**src/hdl/docking_pose_controller_macros.svh**
```systemverilog
// ----------------------------------------------------------------------------
// docking_pose_controller_macros
// assertion macros for the docking pose controller
// ----------------------------------------------------------------------------
`ifndef DOCKING_POSE_CONTROLLER_MACROS_SVH
`define DOCKING_POSE_CONTROLLER_MACROS_SVH

`ifndef ASSERT_OFF

// property that must hold at every clock edge out of reset
`define DPC_ASSERT(lbl, prop) \
    lbl: assert property (@(posedge clk) disable iff (!rst_n) (prop)) \
        else $error("docking pose controller assertion failed");

// condition that must hold in the cycle after a trigger
`define DPC_ASSERT_NEXT(lbl, ante, cons) \
    lbl: assert property (@(posedge clk) disable iff (!rst_n) (ante) |=> (cons)) \
        else $error("docking pose controller assertion failed");

`else

`define DPC_ASSERT(lbl, prop)
`define DPC_ASSERT_NEXT(lbl, ante, cons)

`endif

`endif

```
**src/hdl/dpc_pkg.sv**
```systemverilog
// ----------------------------------------------------------------------------
// dpc_pkg
// types, constants and control program of the docking pose controller
// ----------------------------------------------------------------------------
`default_nettype none

package dpc_pkg;

    // beat, register and counter widths
    localparam int IN_W   = 48;
    localparam int OUT_W  = 32;
    localparam int IDX_W  = 3;
    localparam int CFG_W  = 16;
    localparam int STEP_W = 3;
    localparam int ITER_W = 4;

    // register indexes
    localparam logic [IDX_W-1:0] REG_DIST_GAIN  = 3'd0;
    localparam logic [IDX_W-1:0] REG_STEER_GAIN = 3'd1;
    localparam logic [IDX_W-1:0] REG_DIST_THR   = 3'd2;
    localparam logic [IDX_W-1:0] REG_ANGLE_THR  = 3'd3;
    localparam logic [IDX_W-1:0] REG_MAX_LIN    = 3'd4;
    localparam logic [IDX_W-1:0] REG_MAX_ANG    = 3'd5;

    // register reset values
    localparam logic [15:0] DIST_GAIN_RST  = 16'd2048;
    localparam logic [15:0] STEER_GAIN_RST = 16'd12288;
    localparam logic [14:0] DIST_THR_RST   = 15'd205;
    localparam logic [14:0] ANGLE_THR_RST  = 15'd41;
    localparam logic [14:0] MAX_LIN_RST    = 15'd819;
    localparam logic [14:0] MAX_ANG_RST    = 15'd410;

    // angles in q.12
    localparam logic signed [16:0] PI_Q12     = 17'sd12868;
    localparam logic signed [16:0] TWO_PI_Q12 = 17'sd25736;

    // square root start: highest power of four below 2^32, sixteen digits
    localparam logic [31:0]       SQRT_BIT0  = 32'h4000_0000;
    localparam logic [ITER_W-1:0] SQRT_ITERS = 4'd15;

    localparam logic ACT_START = 1'b1;

    typedef enum logic [2:0] {
        OP_WAIT,
        OP_SQX,
        OP_SQY,
        OP_SQRT_INIT,
        OP_SQRT_STEP,
        OP_LIN,
        OP_STEER,
        OP_ANG
    } op_t;

    typedef enum logic [1:0] {
        SEQ_NEXT,
        SEQ_JUMP,
        SEQ_LOOP
    } seq_t;

    typedef logic [STEP_W-1:0] step_t;

    typedef struct packed {
        op_t   op;
        seq_t  seq;
        step_t target;
    } ctrl_t;

    // control program
    function automatic ctrl_t program_rom(input step_t step);
        ctrl_t w;
        case (step)
            3'd0:    w = '{op: OP_WAIT,      seq: SEQ_NEXT, target: 3'd0};
            3'd1:    w = '{op: OP_SQX,       seq: SEQ_NEXT, target: 3'd0};
            3'd2:    w = '{op: OP_SQY,       seq: SEQ_NEXT, target: 3'd0};
            3'd3:    w = '{op: OP_SQRT_INIT, seq: SEQ_NEXT, target: 3'd0};
            3'd4:    w = '{op: OP_SQRT_STEP, seq: SEQ_LOOP, target: 3'd4};
            3'd5:    w = '{op: OP_LIN,       seq: SEQ_NEXT, target: 3'd0};
            3'd6:    w = '{op: OP_STEER,     seq: SEQ_NEXT, target: 3'd0};
            3'd7:    w = '{op: OP_ANG,       seq: SEQ_JUMP, target: 3'd0};
            default: w = '{op: OP_WAIT,      seq: SEQ_JUMP, target: 3'd0};
        endcase
        return w;
    endfunction

endpackage

`default_nettype wire

```
**src/hdl/docking_pose_controller.sv**
```systemverilog
// ----------------------------------------------------------------------------
// docking_pose_controller
// proportional docking controller run by a small microcoded sequencer
// ----------------------------------------------------------------------------
// A start beat (tuser = 1) puts the controller in moving mode and gives no
// result. A tick beat (tuser = 0) carries target offset x, y and yaw; while
// moving it yields one result beat with linear speed, angular speed and the
// moving flag after the tick, and idle ticks yield nothing. Each moving tick
// runs an 8-word program over one shared 17x17 signed multiplier and a
// one-digit-per-cycle square root. A tick holds the sequencer from its
// accept cycle through two squares, the root setup, sixteen root digits,
// then the linear, steering and output steps; the sixteen square root
// digits set most of that. The next beat can be taken at the earliest
// from the edge at which the result beat turns valid. Start beats and idle
// ticks leave the sequencer in its wait step. The result sits in an
// output register, so the next beat is accepted while a result still
// waits; only a second result stalls on a full output.
// Configuration writes are taken every cycle (cfg_ready is always high).
`default_nettype none

`include "docking_pose_controller_macros.svh"

module docking_pose_controller
(
    input  wire logic                          clk,
    input  wire logic                          rst_n,

    // input beats
    input  wire logic                          s_axis_tvalid,
    output logic                               s_axis_tready,
    // offset_x[15:0], offset_y[31:16], yaw[47:32]
    input  wire logic [dpc_pkg::IN_W-1:0]      s_axis_tdata,
    // action[0]
    input  wire logic [0:0]                    s_axis_tuser,

    // result beats
    output logic                               m_axis_tvalid,
    input  wire logic                          m_axis_tready,
    // linear_speed[14:0], angular_speed[30:15], still_moving[31]
    output logic [dpc_pkg::OUT_W-1:0]          m_axis_tdata,

    // register writes
    input  wire logic                          cfg_valid,
    output logic                               cfg_ready,
    input  wire logic [dpc_pkg::IDX_W-1:0]     cfg_index,
    input  wire logic [dpc_pkg::CFG_W-1:0]     cfg_data
);

    import dpc_pkg::*;

    // control state
    step_t             step_reg, step_next;
    logic [ITER_W-1:0] iter_reg;
    logic              moving_reg;
    logic              out_valid_reg;
    ctrl_t             ctrl;
    logic              stall;
    logic              in_accept;
    logic              out_accept;
    logic              run_tick;

    // configuration registers
    logic [15:0] dist_gain_reg;
    logic [15:0] steer_gain_reg;
    logic [14:0] dist_thr_reg;
    logic [14:0] angle_thr_reg;
    logic [14:0] max_lin_reg;
    logic [14:0] max_ang_reg;

    // datapath registers
    logic signed [15:0] x_reg;
    logic signed [15:0] y_reg;
    logic signed [15:0] err_reg;
    logic [31:0]        acc_reg;
    logic [31:0]        root_reg;
    logic [31:0]        bit_reg;
    logic [15:0]        dist_reg;
    logic               near_reg;
    logic [14:0]        lin_reg;
    logic signed [21:0] steer_reg;
    logic [14:0]        out_lin_reg;
    logic signed [15:0] out_ang_reg;
    logic               out_moving_reg;

    // datapath nets
    logic signed [16:0] mul_a;
    logic signed [16:0] mul_b;
    logic signed [33:0] prod;
    logic signed [16:0] yaw_in;
    logic signed [16:0] yaw_wrap;
    logic signed [16:0] neg_yaw;
    logic [32:0]        trial;
    logic               take_digit;
    logic [20:0]        lin_q;
    logic signed [22:0] ang_full;
    logic signed [22:0] amax;
    logic signed [15:0] ang_clamped;
    logic signed [16:0] err_abs;
    logic               settle;

    assign ctrl       = program_rom(step_reg);
    assign in_accept  = s_axis_tvalid && s_axis_tready;
    assign out_accept = m_axis_tvalid && m_axis_tready;
    assign run_tick   = in_accept && (s_axis_tuser[0] != ACT_START) && moving_reg;

    assign s_axis_tready = (ctrl.op == OP_WAIT);
    assign cfg_ready     = 1'b1;
    assign m_axis_tvalid = out_valid_reg;
    assign m_axis_tdata  = {out_moving_reg, out_ang_reg, out_lin_reg};

    // hold in wait until a moving tick, hold the last step on a full output
    always_comb
    begin
        case (ctrl.op)
            OP_WAIT: stall = !run_tick;
            OP_ANG:  stall = out_valid_reg && !m_axis_tready;
            default: stall = 1'b0;
        endcase
    end

    always_comb
    begin
        if (stall)
        begin
            step_next = step_reg;
        end
        else
        begin
            case (ctrl.seq)
                SEQ_JUMP: step_next = ctrl.target;
                SEQ_LOOP: step_next = (iter_reg != '0) ? ctrl.target : step_reg + 1'b1;
                default:  step_next = step_reg + 1'b1;
            endcase
        end
    end

    // shared multiplier operand selection
    always_comb
    begin
        case (ctrl.op)
            OP_SQX:
            begin
                mul_a = 17'(x_reg);
                mul_b = 17'(x_reg);
            end
            OP_SQY:
            begin
                mul_a = 17'(y_reg);
                mul_b = 17'(y_reg);
            end
            OP_LIN:
            begin
                mul_a = $signed({1'b0, dist_gain_reg});
                mul_b = $signed({1'b0, dist_reg});
            end
            OP_STEER:
            begin
                mul_a = $signed({1'b0, steer_gain_reg});
                mul_b = -17'(y_reg);
            end
            default:
            begin
                mul_a = '0;
                mul_b = '0;
            end
        endcase
    end

    assign prod = 34'(mul_a) * 34'(mul_b);

    // yaw wrap into (-pi, pi]: one correction covers the whole input range
    assign yaw_in   = 17'($signed(s_axis_tdata[47:32]));
    assign yaw_wrap = (yaw_in > PI_Q12)   ? yaw_in - TWO_PI_Q12 :
                      (yaw_in <= -PI_Q12) ? yaw_in + TWO_PI_Q12 : yaw_in;
    assign neg_yaw  = -yaw_wrap;

    // one square root digit
    assign trial      = {1'b0, root_reg} + {1'b0, bit_reg};
    assign take_digit = {1'b0, acc_reg} >= trial;

    // linear speed, product is never negative here
    assign lin_q = prod[32:12];

    // angular speed at full width, then symmetric clamp
    assign amax     = $signed({8'd0, max_ang_reg});
    assign ang_full = near_reg ? 23'(err_reg) : 23'(steer_reg) + 23'(err_reg);
    always_comb
    begin
        if (ang_full > amax)
        begin
            ang_clamped = 16'(amax);
        end
        else if (ang_full < -amax)
        begin
            ang_clamped = 16'(-amax);
        end
        else
        begin
            ang_clamped = 16'(ang_full);
        end
    end

    assign err_abs = (err_reg < 0) ? -17'(err_reg) : 17'(err_reg);
    assign settle  = near_reg && (err_abs < $signed({2'b00, angle_thr_reg}));

    // sequencer, mode and output valid
    always_ff @(posedge clk or negedge rst_n)
    begin
        if (!rst_n)
        begin
            step_reg      <= '0;
            iter_reg      <= '0;
            moving_reg    <= 1'b0;
            out_valid_reg <= 1'b0;
        end
        else
        begin
            step_reg <= step_next;
            if (ctrl.op == OP_SQRT_INIT)
            begin
                iter_reg <= SQRT_ITERS;
            end
            else if (ctrl.op == OP_SQRT_STEP)
            begin
                iter_reg <= iter_reg - 1'b1;
            end
            if (in_accept && (s_axis_tuser[0] == ACT_START))
            begin
                moving_reg <= 1'b1;
            end
            else if ((ctrl.op == OP_ANG) && !stall && settle)
            begin
                moving_reg <= 1'b0;
            end
            if ((ctrl.op == OP_ANG) && !stall)
            begin
                out_valid_reg <= 1'b1;
            end
            else if (out_accept)
            begin
                out_valid_reg <= 1'b0;
            end
        end
    end

    // configuration registers, extra bits dropped
    always_ff @(posedge clk or negedge rst_n)
    begin
        if (!rst_n)
        begin
            dist_gain_reg  <= DIST_GAIN_RST;
            steer_gain_reg <= STEER_GAIN_RST;
            dist_thr_reg   <= DIST_THR_RST;
            angle_thr_reg  <= ANGLE_THR_RST;
            max_lin_reg    <= MAX_LIN_RST;
            max_ang_reg    <= MAX_ANG_RST;
        end
        else if (cfg_valid && cfg_ready)
        begin
            case (cfg_index)
                REG_DIST_GAIN:  dist_gain_reg  <= cfg_data;
                REG_STEER_GAIN: steer_gain_reg <= cfg_data;
                REG_DIST_THR:   dist_thr_reg   <= cfg_data[14:0];
                REG_ANGLE_THR:  angle_thr_reg  <= cfg_data[14:0];
                REG_MAX_LIN:    max_lin_reg    <= cfg_data[14:0];
                REG_MAX_ANG:    max_ang_reg    <= cfg_data[14:0];
                default:        ;
            endcase
        end
    end

    // datapath
    always_ff @(posedge clk)
    begin
        case (ctrl.op)
            OP_WAIT:
            begin
                if (in_accept)
                begin
                    x_reg   <= $signed(s_axis_tdata[15:0]);
                    y_reg   <= $signed(s_axis_tdata[31:16]);
                    err_reg <= 16'(neg_yaw);
                end
            end
            OP_SQX:
            begin
                acc_reg <= prod[31:0];
            end
            OP_SQY:
            begin
                acc_reg <= acc_reg + prod[31:0];
            end
            OP_SQRT_INIT:
            begin
                root_reg <= '0;
                bit_reg  <= SQRT_BIT0;
            end
            OP_SQRT_STEP:
            begin
                if (take_digit)
                begin
                    acc_reg  <= acc_reg - trial[31:0];
                    root_reg <= (root_reg >> 1) + bit_reg;
                end
                else
                begin
                    root_reg <= root_reg >> 1;
                end
                bit_reg <= bit_reg >> 2;
            end
            OP_LIN:
            begin
                near_reg <= dist_reg < {1'b0, dist_thr_reg};
                if (lin_q > {6'd0, max_lin_reg})
                begin
                    lin_reg <= max_lin_reg;
                end
                else
                begin
                    lin_reg <= lin_q[14:0];
                end
            end
            OP_STEER:
            begin
                steer_reg <= prod[33:12];
            end
            OP_ANG:
            begin
                if (!stall)
                begin
                    out_lin_reg    <= near_reg ? 15'd0 : lin_reg;
                    out_ang_reg    <= ang_clamped;
                    out_moving_reg <= !settle;
                end
            end
            default: ;
        endcase
        // root is final once the loop step is left
        if ((ctrl.op == OP_SQRT_STEP) && (iter_reg == '0))
        begin
            dist_reg <= take_digit ? 16'((root_reg >> 1) + bit_reg) : 16'(root_reg >> 1);
        end
    end

    // a result only ever comes out of the last program step
    `DPC_ASSERT(a_result_from_last_step, !$rose(out_valid_reg) || ($past(ctrl.op) == OP_ANG))

    // the square root loop ends after its last digit
    `DPC_ASSERT_NEXT(a_sqrt_loop_exit, (ctrl.op == OP_SQRT_STEP) && (iter_reg == '0), ctrl.op == OP_LIN)

    // a start beat always leaves the block moving
    `DPC_ASSERT_NEXT(a_start_sets_moving, in_accept && (s_axis_tuser[0] == ACT_START), moving_reg)

endmodule

`default_nettype wire

```
**config.mk**
```make
export PLATFORM = sky130hd
export DESIGN_NAME = docking_pose_controller
export DESIGN_NICKNAME = d
export VERILOG_FILES = /design/src/hdl/dpc_pkg.sv /design/src/hdl/docking_pose_controller.sv
export VERILOG_INCLUDE_DIRS = /design/src /design/src/hdl
export SDC_FILE = /design/constraint.sdc
export NUM_CORES = 2
export LEC_CHECK = 0
export ABC_AREA = 1
export CAP_MARGIN = 20
export CORE_MARGIN = 2
export CORE_UTILIZATION = 25
export CTS_CLUSTER_SIZE = 28
export DETAILED_ROUTE_END_ITERATION = 10
export DONT_BUFFER_PORTS = 1
export MAX_ROUTING_LAYER = met4
export PLACE_DENSITY = 0.42
export SLEW_MARGIN = 20
export SYNTH_ARGS = -nofsm -noshare
export SYNTH_HDL_FRONTEND = slang
export SYNTH_SLANG_ARGS = --single-unit
```
**constraint.sdc**
```tcl
create_clock -name clk -period 10.9 [get_ports clk]
set_clock_uncertainty 0.1 [all_clocks]
set_input_delay 1.09 -clock clk [delete_from_list [all_inputs] [get_ports clk]]
set_output_delay 1.09 -clock clk [all_outputs]
set_load 0.1 [all_outputs]
```
# == Yosys cells after proc, flatten, opt, wreduce, memory -nomap -nowiden ==
# Memory sizes are Yosys's and may differ from the RTL's.
# Index checks and enable logic that the tools add are counted.
# word_totals
inputBits,73
reg_bits,331
out_inout_bits,35
mem_count,1
romBits,48
wordCells,120
# classes
reduce_logical,31
n_bitwise,2
addsub,13
multipliers,1
muxes,24
order_cmp,9
n_eq_ne,15
# mem_list
memory,words,width,rd,rd_ports_with_merged_regs,write_ports,line_no,source
(no name shown),8,6,1,0,0,dpc_pkg.sv:71,case (step)
# op_table
cell,count
case mux 17 bit (4 select lines),2
case mux 32 bit (2 select lines),2
case mux 32 bit (3 select lines),1
two-way mux 16 bit,4
two-way mux 32 bit,2
multiplier 17 x 17 -> 34 bit,1
negation 16 -> 17 bit,2
adder 32 x 32 -> 33 bit,1
greater-or-equal comparator 32 x 33 -> 1 bit,1
adder 31 x 32 -> 32 bit,1
adder 32 bit,1
subtractor 32 bit,1
two-way mux 15 bit,2
adder 22 x 16 -> 23 bit,1
> comparator 23 x 16 -> 1 bit,1
less-than comparator 23 bit,1
two-way mux 23 bit,1
negation 15 -> 23 bit,1
> comparator 21 x 15 -> 1 bit,1
== test 3 bit (second input constant),6
AND reduction 2 bit,9
less-than comparator 17 x 16 -> 1 bit,1
two-way mux 17 bit,1
adder 16 bit (second input constant),1
26 further kinds,50

# == Logic depth before layout (Yosys ltp) ==
# An unclocked memory read counts as a cell.
# depth
ltp_word,12
ltp_mapped,61
depth_no_buf,60

# == Worst setup path before layout ==
# No wires, ideal clock.
# synth_path
path_kind,register to register
startpoint,reg step_reg[1]
endpoint,"reg acc_reg[31], data pin"
path_buffers,4
path_stages_with_launch,45
setup_ns,0.252
setup_slack_ns,1.264
period_less_slack_ns,9.636
arrival_time_ns,9.284
cell_sequence,dfrtp_1 > inv_1 > ha_1 > buf_2 > nand2_1 > inv_1 > buf_2 > buf_1 > a211oi_1 > nor2_1 > clkbuf_1 > nand2_1 > fa_1 > inv_1 > fa_1 > fa_1 > fa_1 > fa_1 > [9 not listed] > nand4_1 > nand2_1 > nor2_1 > nand2_1 > nor3_1 > nand2_1 > o21ai_1 > o21ai_1 > nand2_1 > nand2_1 > ha_1 > a21o_1 > a2111oi_0 > nand2_1 > nand3_1 > nand2_1 > nand2_1 > nand2_1
# synth_via
elab_chain_cells,6
# synth_lines
element,line_no,source
"start, declared",docking_pose_controller.sv:52,"step_t step_reg, step_next;"
"start signal, assigned",docking_pose_controller.sv:218,step_reg <= step_next;
memory read (8 x 6 bit) *,-,
== test 3 bit (tied with other cells),docking_pose_controller.sv:140,case (ctrl.op)
case mux 17 bit (4 select lines),docking_pose_controller.sv:140,
multiplier 17 x 17 -> 34 bit *,docking_pose_controller.sv:169,assign prod = 34'(mul_a) * 34'(mul_b);
named net prod[25],docking_pose_controller.sv:88,logic signed [33:0] prod;
adder 32 bit *,docking_pose_controller.sv:291,acc_reg <= acc_reg + prod[31:0];
case mux 32 bit (3 select lines) *,docking_pose_controller.sv:275,case (ctrl.op)
"end signal, assigned",docking_pose_controller.sv:287,acc_reg <= prod[31:0];
"end signal, assigned",docking_pose_controller.sv:291,
"end signal, assigned",docking_pose_controller.sv:302,acc_reg <= acc_reg - trial[31:0];
"end, declared",docking_pose_controller.sv:74,logic [31:0] acc_reg;
# The timed path passes the listed nets; every way through them passes the cells marked *.
# A chain may end at the register's enable or synchronous reset.

# == Worst setup path after layout ==
# layout_path
startpoint,reg y_reg[0]
endpoint,"reg acc_reg[30], data pin"
# layout_via
elab_chain_cells,5
# layout_lines
element,line_no,source
"start, declared",docking_pose_controller.sv:72,logic signed [15:0] y_reg;
"start signal, assigned",docking_pose_controller.sv:281,y_reg <= $signed(s_axis_tdata[31:16]);
negation 16 -> 17 bit,docking_pose_controller.sv:159,mul_b = -17'(y_reg);
case mux 17 bit (4 select lines),docking_pose_controller.sv:140,
multiplier 17 x 17 -> 34 bit *,docking_pose_controller.sv:169,
adder 32 bit,docking_pose_controller.sv:291,
case mux 32 bit (3 select lines) *,docking_pose_controller.sv:275,
# Mark *: on every way between the ends. The rest lies on a longest branch, timed or not.

==> results.json <==
{
  "synth_flop_cell": "edfxtp_1",
  "coreArea_sq_um": 141000,
  "timing.final.crit_period_ps": 10200,
  "wl_mm": 126,
  "fmax_ghz": 0.0980,
  "wl_per_cell_um": 19.0,
  "viasPerCell": 4.54,
  "hp-class": "input pin to asynchronous set/reset pin",
  "worst_pin_slew_ps": 1030,
  "clock_latency_ps": 620,
  "crit_slowest_cell": "fa_1",
  "grt_pass1_wl_mm": 192,
  "cts.sinks": 315,
  "grt_use_total_pct": 18.0,
  "path_max_fanout": 8,
  "fp.dieW_um": 380,
  "critical_path.max_stage_delay_ps": 560,
  "avgSynthCellArea_sq_um": 7.77,
  "synth_nets": 5228,
  "startpoint_type": "register",
  "clk_path_buf_depth": 3,
  "critPathMostFrequentCell": "nand2_1",
  "synth_common_cells": "nand2_1 (1011), inv_1 (893), nor2_1 (412)",
  "dp_hpwl_mm": 103,
  "maxCapViolations": 0,
  "io_pins": 108,
  "root_buffer": "clkbuf_16",
  "vias": 29900,
  "synth_edf_count": 214,
  "finalHoldViolCount": 0,
  "drive_gt1_share_pct": 8.69,
  "cts_htree_levels": 2,
  "area_growth_pct": 13.2,
  "die_height_um": 380,
  "drc": 0,
  "clk_pin_slew_ps": 70,
  "grt_max_degree": 102,
  "start_util_pct": 25.1,
  "n_fill_cell": 15400,
  "ys_ff_latch": 315,
  "ant_nets": 0,
  "slew_headroom_pct": 31.3,
  "crit_arrival_ps": 10420,
  "detail_route.first_pass.iterations": 6,
  "cts_hold_buffers": 0,
  "final.setup.tns_ps": 0,
  "placed_area_sq_um": 38700,
  "netlist_area_sq_um": 35400,
  "synth_seq_area_share_pct": 25.4,
  "grt_remaining_overflow": 0,
  "synth_top_cell_area_share_pct": 18.1,
  "critPathRequiredTime_ps": 11110,
  "cts_buffers": 39,
  "cts_tree": "yes",
  "post-synth-top-count-cell": "nand2_1",
  "ys_async_sr_fraction_pct": 32.1,
  "port_buffers": 0,
  "rows": 138,
  "syn_inst": 4558,
  "endpoint_kind": "register",
  "antenna_found_initial": 10,
  "drtIter0Drc": 2192,
  "slew_viol_final": 0,
  "grt_pass1_vias": 29800,
  "setup_viol": 0,
  "fin_area_sq_um": 40100,
  "yosysWarnings": 0,
  "die_area_sq_um": 145000,
  "gp_congestion": 0.936,
  "synthTopCellsByArea": "edfxtp_1 (18%), fa_1 (17%), nand2_1 (11%)",
  "nets": 5344,
  "worstSetupPathType": "register to register",
  "status": "finished clean",
  "period_share_pct": 93.6,
  "synth.distinct_cells": 69,
  "yosys.area.top_type": "edfxtp_1"
}
==> stage by stage <==
| step | utilization (%) | setup slack [ps] | std cells | hold WS (ps) |
|---|---|---|---|---|
| floorplan | - | 1260 | 4558 | 353 |
| CTS | 28.3 | 349 | 6592 | 41.4 |
| finish | 28.4 | 699 | 6600 | 97.3 |
| detailed placement | 27.4 | 450 | 6520 | 375 |
| global route | 28.4 | -6.02 | 6598 | 52.8 |
| global placement | 27.4 | 472 | 6520 | 366 |
==> metal layers <==
layer  vias up  wire [um]  part of all wire [%]  GRT usage (%)
met5         -          0                     0              -
met4         0       2850                   2.3           3.95
met3       135       6250                   5.0           2.70
met2       656      55200                    44           27.1
met1     14400      61400                    49           25.3
li1      14700          -                     -              -
==> cell families after synthesis <==
group,synth area share [%]
AOI/OAI and AO/OA,10.8
xor gates and xnor gates,3.66
adders and majority gates,27.4
buffers and inverters,10.9
DFF,25.4
other,0.0106
and+or+nand+nor,21.8
==> critical path: cells and delay by family, from the launching register on <==
family | cells | cell delay, ps
fa+ha+maj | 9 | 3880
simple gates | 26 | 3190
compound gates | 6 | 1220
buf+inv | 10 | 810
flops | 1 | 430
xor+xnor | 1 | 190
==> layout by cell type (no fill, tap or decap), types with 8 or more instances in the layout <==
master / count
o211ai_1: 9
a211oi_1: 12
nor4_1: 11
fa_1: 298
nor2_1: 405
o21bai_1: 18
o21ai_2: 10
inv_1: 890
a31oi_1: 21
nand3_2: 14
clkinv_2: 11
inv_2: 13
nand3b_1: 12
a21boi_0: 9
nor2_4: 14
o21ai_0: 292
ha_1: 297
edfxtp_1: 214
o221ai_1: 8
nor3_1: 35
nor2_2: 23
o21ai_1: 38
and2_1: 8
clkinv_1: 15
nand2_1: 1008
nand4_1: 67
or2_2: 9
dfstp_2: 22
xor2_1: 100
a22o_1: 17
a21oi_1: 192
nand2_2: 31
nand3_1: 150
dfrtp_1: 79
xnor2_1: 45
buf_4: 172
clkbuf_16: 39
nor3_2: 9
==> area by class of cell <==
type	instances	area [sq um]	area share, %
multi-input combinational	3230	22700	56.6
clock buffer	44	995	2.48
inverter	913	3430	8.55
timing repair buffer	175	1350	3.37
tap	1890	2360	5.90
antenna	5	12.5	0.0312
sequential	315	8980	22.4
clock inverter	28	284	0.708
==> path summary, 6_finish.rpt <==
| kind | start | end | slack, ps | cells past startpoint |
|---|---|---|---|---|
| hold reg to reg | steer_gain_reg[3] | steer_gain_reg[3] | 390 | 2 |
| max in group asynchronous | rst_n | dist_thr_reg[3] | 10320 | 0 |
| hold / removal | rst_n | angle_thr_reg[1] | 100 | 0 |
| min in group clk | steer_gain_reg[3] | steer_gain_reg[3] | 390 | 2 |
| setup / recovery | y_reg[0] | acc_reg[30] | 700 | 52 |
| setup reg to reg | y_reg[0] | acc_reg[30] | 700 | 52 |
==> timing repair <==
| action | in CTS | in global routing |
|---|---|---|
| endpoints found under the setup margin | 0 | 8 |
| gates resized for setup | 0 | 20 |
| buffers inserted | 0 | 3 |
Power is left out: the tool's default activity adds up to more than one toggle a clock period on the data nets, which glitch-free logic cannot reach.
